**config.mk**
```make
export PLATFORM = sky130hd
export DESIGN_NAME = pmt_cell
export DESIGN_NICKNAME = d
export VERILOG_FILES = /design/src/rtl/pmt_pkg.sv /design/src/rtl/pmt_cell.sv
export SDC_FILE = /design/constraint.sdc
export NUM_CORES = 2
export LEC_CHECK = 0
export BUFFER_PORTS_ARGS = -buffer_cell sky130_fd_sc_hd__buf_2
export CORE_MARGIN = 2
export CORE_UTILIZATION = 55
export DETAILED_ROUTE_END_ITERATION = 8
export PLACE_DENSITY = 0.79
export SETUP_SLACK_MARGIN = 0.15
export SLEW_MARGIN = 0
export SYNTH_ARGS = -nofsm -noshare
export SYNTH_HDL_FRONTEND = slang
export SYNTH_SLANG_ARGS = --single-unit
```
**constraint.sdc**
```tcl
create_clock -name clk_i -period 9.5 [get_ports clk_i]
set_input_delay 0.95 -clock clk_i [delete_from_list [all_inputs] [get_ports clk_i]]
set_output_delay 0.95 -clock clk_i [all_outputs]
set_load 0.1 [all_outputs]
```
**src/rtl/pmt_pkg.sv**
```systemverilog
// Shared types, constants and saturation helpers of the point matrix transform.
package pmt_pkg;

  localparam int DIM      = 4;
  localparam int WORD_W   = 32;
  localparam int ROW_W    = $clog2(DIM);
  localparam int WIDE_W   = 64;
  localparam int RUN_LAST = 2 * DIM - 1;
  localparam int CNT_W    = $clog2(RUN_LAST + 1);

  typedef enum logic [1:0] {
    OP_WRITE = 2'd0,
    OP_POINT = 2'd1,
    OP_SCALE = 2'd2
  } op_e;

  typedef enum logic [1:0] {
    ST_IDLE,
    ST_RUN,
    ST_FINISH
  } state_e;

  typedef struct packed {
    logic [1:0]               opcode;
    logic [3:0]               elem_index;
    logic signed [WORD_W-1:0] elem_value;
    logic signed [WORD_W-1:0] point_x;
    logic signed [WORD_W-1:0] point_y;
    logic signed [WORD_W-1:0] point_z;
    logic signed [WORD_W-1:0] scale_factor;
  } in_item_t;

  typedef struct packed {
    logic signed [WORD_W-1:0] out_x;
    logic signed [WORD_W-1:0] out_y;
    logic signed [WORD_W-1:0] out_z;
    logic signed [WORD_W-1:0] out_w;
    logic                     saturated;
  } out_item_t;

  // One step handed along the row of cells.
  typedef struct packed {
    logic                     valid;
    logic [1:0]               op;
    logic [ROW_W-1:0]         row;
    logic [ROW_W-1:0]         col;
    logic signed [WORD_W-1:0] operand;
  } token_t;

  localparam logic signed [WIDE_W-1:0] WORD_MAX = WIDE_W'(64'sd2147483647);
  localparam logic signed [WIDE_W-1:0] WORD_MIN = -WIDE_W'(64'sd2147483648);

  function automatic logic sat_hit(input logic signed [WIDE_W-1:0] v);
    return (v > WORD_MAX) || (v < WORD_MIN);
  endfunction

  function automatic logic signed [WORD_W-1:0] sat_word(input logic signed [WIDE_W-1:0] v);
    logic signed [WORD_W-1:0] r;
    if (v > WORD_MAX) begin
      r = WORD_W'(WORD_MAX);
    end else if (v < WORD_MIN) begin
      r = WORD_W'(WORD_MIN);
    end else begin
      r = WORD_W'(v);
    end
    return r;
  endfunction

endpackage

```
**src/rtl/pmt_cell.sv**
```systemverilog
// One column cell: holds a matrix column, multiplies, accumulates and forwards steps.
module pmt_cell import pmt_pkg::*; #(
  parameter int FRAC_BITS = 16,
  parameter int COL       = 0
) (
  input  logic                                        clk_i,
  input  logic                                        rst_ni,
  input  token_t                                      tok_i,
  output token_t                                      tok_o,
  output logic signed [2*WORD_W-FRAC_BITS+ROW_W-1:0]  acc_o
);

  localparam int PROD_W = 2 * WORD_W;
  localparam int SH_W   = PROD_W - FRAC_BITS;
  localparam int ACC_W  = SH_W + ROW_W;

  token_t                   tok_q;
  logic signed [PROD_W-1:0] prod_q;
  logic signed [ACC_W-1:0]  acc_q, acc_d;
  logic signed [WORD_W-1:0] elem_q [DIM];
  logic signed [WORD_W-1:0] elem_d [DIM];
  logic signed [SH_W-1:0]   shifted;

  // Arithmetic right shift is the floor of the division.
  assign shifted = SH_W'(prod_q >>> FRAC_BITS);

  always_comb begin
    acc_d  = acc_q;
    elem_d = elem_q;
    if (tok_q.valid) begin
      unique case (tok_q.op)
        OP_POINT: begin
          if (tok_q.row == '0) begin
            acc_d = ACC_W'(shifted);
          end else begin
            acc_d = acc_q + ACC_W'(shifted);
          end
        end
        OP_SCALE: begin
          elem_d[tok_q.row] = sat_word(WIDE_W'(shifted));
        end
        OP_WRITE: begin
          if (tok_q.col == ROW_W'(COL)) begin
            elem_d[tok_q.row] = tok_q.operand;
          end
        end
        default: begin
        end
      endcase
    end
  end

  always_ff @(posedge clk_i or negedge rst_ni) begin
    if (!rst_ni) begin
      tok_q <= '0;
      for (int i = 0; i < DIM; i++) begin
        elem_q[i] <= '0;
      end
    end else begin
      tok_q  <= tok_i;
      elem_q <= elem_d;
    end
  end

  always_ff @(posedge clk_i) begin
    prod_q <= tok_i.operand * elem_q[tok_i.row];
    acc_q  <= acc_d;
  end

  assign tok_o = tok_q;
  assign acc_o = acc_q;

  // A scale write-back never lands on the row being read in the same cycle.
  assert property (@(posedge clk_i) disable iff (!rst_ni)
    tok_i.valid && tok_q.valid && tok_q.op == OP_SCALE |-> tok_i.row != tok_q.row)
    else $error("scale write-back collides with element read");

endmodule

```
* Word level (Yosys, flattened, before mapping)
Index checks and enable logic that the tools add are counted.
** Cells by class
- Divide/modulo/power cells :: 0
- Add/subtract/negate cells :: 1
- Multiplexer cells :: 14
- Bitwise logic cells :: 2
- Equality and inequality tests :: 3
- Magnitude comparators :: 5
- Multipliers :: 1
- Shift-type cells :: 0
- Reductions and logical operators :: 7
** Operators with widths (count)
- 128-bit bitwise mux :: 2
- 128-bit case mux with 2 select lines :: 1
- 32-bit two-way mux :: 7
- 128-bit two-way mux :: 1
- 32-bit binary-select mux with 2-bit select :: 1
- 32-bit demux with 2-bit select :: 1
- 32-bit by 32-bit multiplier with 64-bit output :: 1
- 50-bit by 48-bit adder with 50-bit output :: 1
- 50-bit two-way mux :: 1
- 48-bit by 32-bit > comparator with 1-bit output, second input constant :: 1
- 48-bit by 32-bit < comparator with 1-bit output, second input constant :: 1
- 3-bit greater-or-equal comparator, second input constant :: 2
- 2-bit logical NOT :: 3
- 2-bit inverter with 3-bit output :: 2
- 3-bit by 1-bit < comparator with 1-bit output, second input constant :: 1
- 3-bit AND reduction :: 1
- 2-bit by 1-bit == test with 1-bit output, second input constant :: 1
- 2-bit == test, second input constant :: 1
- 2-bit != test, second input constant :: 1
- 2-bit AND reduction :: 1
- 2-bit nonzero test :: 1
- 1-bit logical AND :: 1
** Storage, ports and cells
- Bits in read-only memories :: 0
- Bits in writable memories :: 0
- Latch bits :: 0
- Logic and storage cells :: 44
- Flip-flop bits (word level) :: 281
- Output and inout bits :: 89
- Memories kept :: 0
- Input port bits :: 41

* Logic depth before layout (Yosys ltp)
- Word-level depth :: 8
- Gate-level depth with buffers :: 33
- Gate-level depth less buffers :: 29

* Least setup slack after synthesis
Ideal clock, no wire load.
- Kind :: input-to-reg
- From :: in tok_i[34] in the netlist's numbering
- To :: reg prod_q[59]
- Stages :: 26
- Setup slack :: 20 ps
- Library setup time :: 72 ps
- Arrival time :: 9408 ps
- Buffers on the path :: 3
- Required time :: 9428 ps
- Cells stage by stage :: buf_6 > clkbuf_1 > mux4_2 > clkbuf_1 > nand2_1 > inv_1 > fa_1 > fa_1 > fa_1 > fa_1 > inv_1 > fa_1 > inv_1 > fa_1 > fa_1 > fa_1 > ha_1 > a21o_1 > a21o_1 > a21oi_1 > o21ai_0 > a31o_1 > a21o_1 > a221o_1 > a211oi_2 > xnor2_1
** Between the ends
- Cells in the longest elaborated chain, start to end :: 5
** Ends and longest elaborated chain
- from (decl) :: RTL line pmt_cell.sv:8 : input token_t tok_i,
- 2-bit inverter with 3-bit output (not written as such) :: RTL line pmt_cell.sv:66 : prod_q <= tok_i.operand * elem_q[tok_i.row];
- 32-bit binary-select mux with 2-bit select :: RTL line pmt_cell.sv:66
- 32-bit two-way mux (not written as such) (2 in a row) :: RTL line pmt_cell.sv:66
- 32-bit by 32-bit multiplier with 64-bit output :: RTL line pmt_cell.sv:66
- to (signal assigned) :: RTL line pmt_cell.sv:66
- to (decl) :: RTL line pmt_cell.sv:18 : logic signed [PROD_W-1:0] prod_q;
Every way passes these cells. The select of a mux whose other input is x is not followed.
A chain may end at the register's enable or synchronous reset.

* Worst setup path in the final report
Ends and elaborated chain as after synthesis.

==> impl_metrics.ini <==
[status]
status = complete, no violations

[critical_path]
crit_required_ns = 9.98
slowest_delay_ns = 0.62
crit_fanout = 17
cp-start-kind = input port
path_common_cell = fa_1
worstPathArrival_ns = 9.51
end_kind = register
worstSetupPathType = input port to register
crit_slowest_cell = mux4_2

[detailed_routing]
ant_nets = 0
wl_per_cell_microns = 20.46
top_layer = met4
met3_length_microns = 9634
drc = 0
vias_per_cell = 5.623
first_pass_iters = 6
routed_wl_microns = 127400
met1_length_microns = 46870
vias = 35030
wl_met2_microns = 63100
drt_iter0_drc = 2466

[synth]
syn_area_per_cell_sq_um = 9.601
ys_seq_elements = 265
synth.area.top_cells = fa_1 45%, dfrtp_1 8.8%, inv_1 7.9%, and2_1 6.7%, ha_1 6.0%
yosys_warnings = 0
synth_compound_area_share_pct = 6.188
synth.cell_area_sq_um = 47720
yosys-mux-area-fraction_pct = 1.552
synth-simple-area-share_pct = 15.05
synth-edff-count = 50
async_flop_share_pct = 63.02
seq_area_frac_synth_pct = 13.92
synth_top_area_share_pct = 45.39
synth_ff_type = dfrtp_1
synth_top_family_by_area = adder cells
syn_nets = 6322
synth_xor_area_share_pct = 1.927
ys_types = 65
yosysTopAreaCell = fa_1
synthAdderAreaFrac_pct = 51.40
postSynthCellCount = 4970
synth_commonest_cells = 1082 x fa_1, 1003 x inv_1, 755 x nand2_1, 509 x and2_1, 260 x clkbuf_1
yosysMostFrequentCell = fa_1

[cts]
clockBufferDepth = 3
htreeDepth = 1
cts_num_sinks = 265
hold_buffers = 0
clk_latency_ns = 0.55
clockRootBuffer = clkbuf_16
clk_pin_slew_ns = 0.08
cts_tree = done
cts_buffers = 25

[global_route]
grt_usage_pct = 29.56
antenna_found_initial = 2
grt_pass1_wl_microns = 206100
first_global_vias = 38720
overflow = 0
grt_start_max_net_pins = 108

[finish]
layout.nets = 6404
final_util_pct = 59.43
multi_input_area_sq_um = 36430
final_cell_area_sq_um = 51310
area_delta_synth_final_pct = 7.536
seq_area_sq_um = 6641
layout-drive-gt1-share_pct = 8.342
final_cells = 6230
nFillCells = 7085

[floorplanning]
die_w_microns = 298.5
core_area_sq_um = 86350
initial_core_util_pct = 55.26
rows = 108
die_area_sq_um = 89130
die_h_microns = 298.5
io_pins = 130

[timing]
timing.fmax_ghz = 0.1107
timing.hold.ws_ns = 0.4782
worst_slew_margin_rel_pct = 23.68
layout_min_cycle_time_ns = 9.032
hold_violations = 0
worst_pin_slew_ns = 1.141
setup_viol = 0
fin_skew_ns = 0.02081
rsz0062_at_grt = no
finalCritPeriodShare_pct = 95.07
drv_slew = 0

[placed_design]
hpwlAfterDp_microns = 102000
dpl-instance-area_sq_um = 50340
dp.cells = 6175
portBuffers = 129
globalplace.congestion = 0.9776

[min_path]
hp-class = register to register

[job]
maxCapViolCount = 0
-- final timing paths --
check                           slack [ns]              startpoint  cells past startpoint                      to
worst max-delay path                  0.47               tok_i[34]                     30      prod_q[59]$_DFF_P_
worst min-delay path                  0.48  elem_q[22]$_DFFE_PN0P_                      2  elem_q[22]$_DFFE_PN0P_
worst max register to register        0.76  elem_q[39]$_DFFE_PN0P_                     30      prod_q[63]$_DFF_P_
worst min register to register        0.48  elem_q[22]$_DFFE_PN0P_                      2  elem_q[22]$_DFFE_PN0P_
max in group asynchronous             7.61                  rst_ni                      2  elem_q[44]$_DFFE_PN0P_
min in group asynchronous             0.52                  rst_ni                      1     tok_o[31]$_DFF_PN0_
-- what timing repair did --
item                                    4_1_cts  5_1_grt
endpoints found under the setup margin        0        8
gates resized for setup                       0        7
buffers inserted                              0        3
-- metal layers --
| metal | global-route usage [%] | vias up |
|---|---|---|
| li1 | - | 15030 |
| met1 | 36.69 | 18050 |
| met2 | 50.18 | 1523 |
| met3 | 4.980 | 430 |
| met4 | 14.93 | 0 |
| met5 | 0 | - |
-- critical path, delay by kind of cell --
family                   cells  cell delay, ns
AO/OA/AOI/OAI               11            2.66
XOR/XNOR                     1            0.13
adder cells (fa/ha/maj)      9            4.27
buffers and inverters        7            0.68
multiplexers                 1            0.62
AND/OR/NAND/NOR              1            0.17
-- cells in the final DEF, fill, tap and decap left out, drive strengths merged, types with 12 or more instances in the layout --
cell type / Yosys / routed
fa: 1082 / 1082
dfxtp: 48 / 48
a21oi: 121 / 121
o21bai: 17 / 17
nand3: 26 / 26
inv: 1003 / 1010
and2: 509 / 509
xnor2: 67 / 67
clkbuf: 261 / 29
xor2: 38 / 38
edfxtp: 50 / 50
buf: 1 / 315
ha: 229 / 229
o21a: 12 / 12
a21o: 56 / 56
nor2: 95 / 95
mux4: 31 / 33
nor2b: 13 / 13
o21ai: 227 / 227
nand4: 21 / 21
nand2: 755 / 755
dfrtp: 167 / 167
-- sequential cells by signal, summed over array words and instances (netlist names) --
name	count
prod_q	48
elem_q	128
tok_o	39
acc_o	50
-- layout make-up --
type / count / share of cell area, %
antenna: 4 / 0.01951
clock buffer: 29 / 1.309
clock inverter: 17 / 0.3267
inverter: 1003 / 7.337
multi-input combinational: 3442 / 70.99
sequential: 265 / 12.94
tap: 1155 / 2.816
timing repair buffer: 315 / 4.260
-- metrics by stage --
stage / setup WS, ns / TNS, ns
after floorplan: 0.2783 / 0
after global placement: -0.02492 / -0.02492
after detailed placement: -0.1795 / -0.4695
after CTS: 0.3304 / 0
after global routing: 0.08637 / 0
final: 0.4682 / 0
-- cell families after synthesis --
family | Yosys count
DFF | 265
AOI/OAI and AO/OA | 501
xor gates and xnor gates | 105
buffers and inverters | 1265
muxes | 35
and+or+nand+nor | 1488
adders and majority gates | 1311
Power is left out: the tool's default activity adds up to more than one toggle a clock period on the data nets, which glitch-free logic cannot reach.
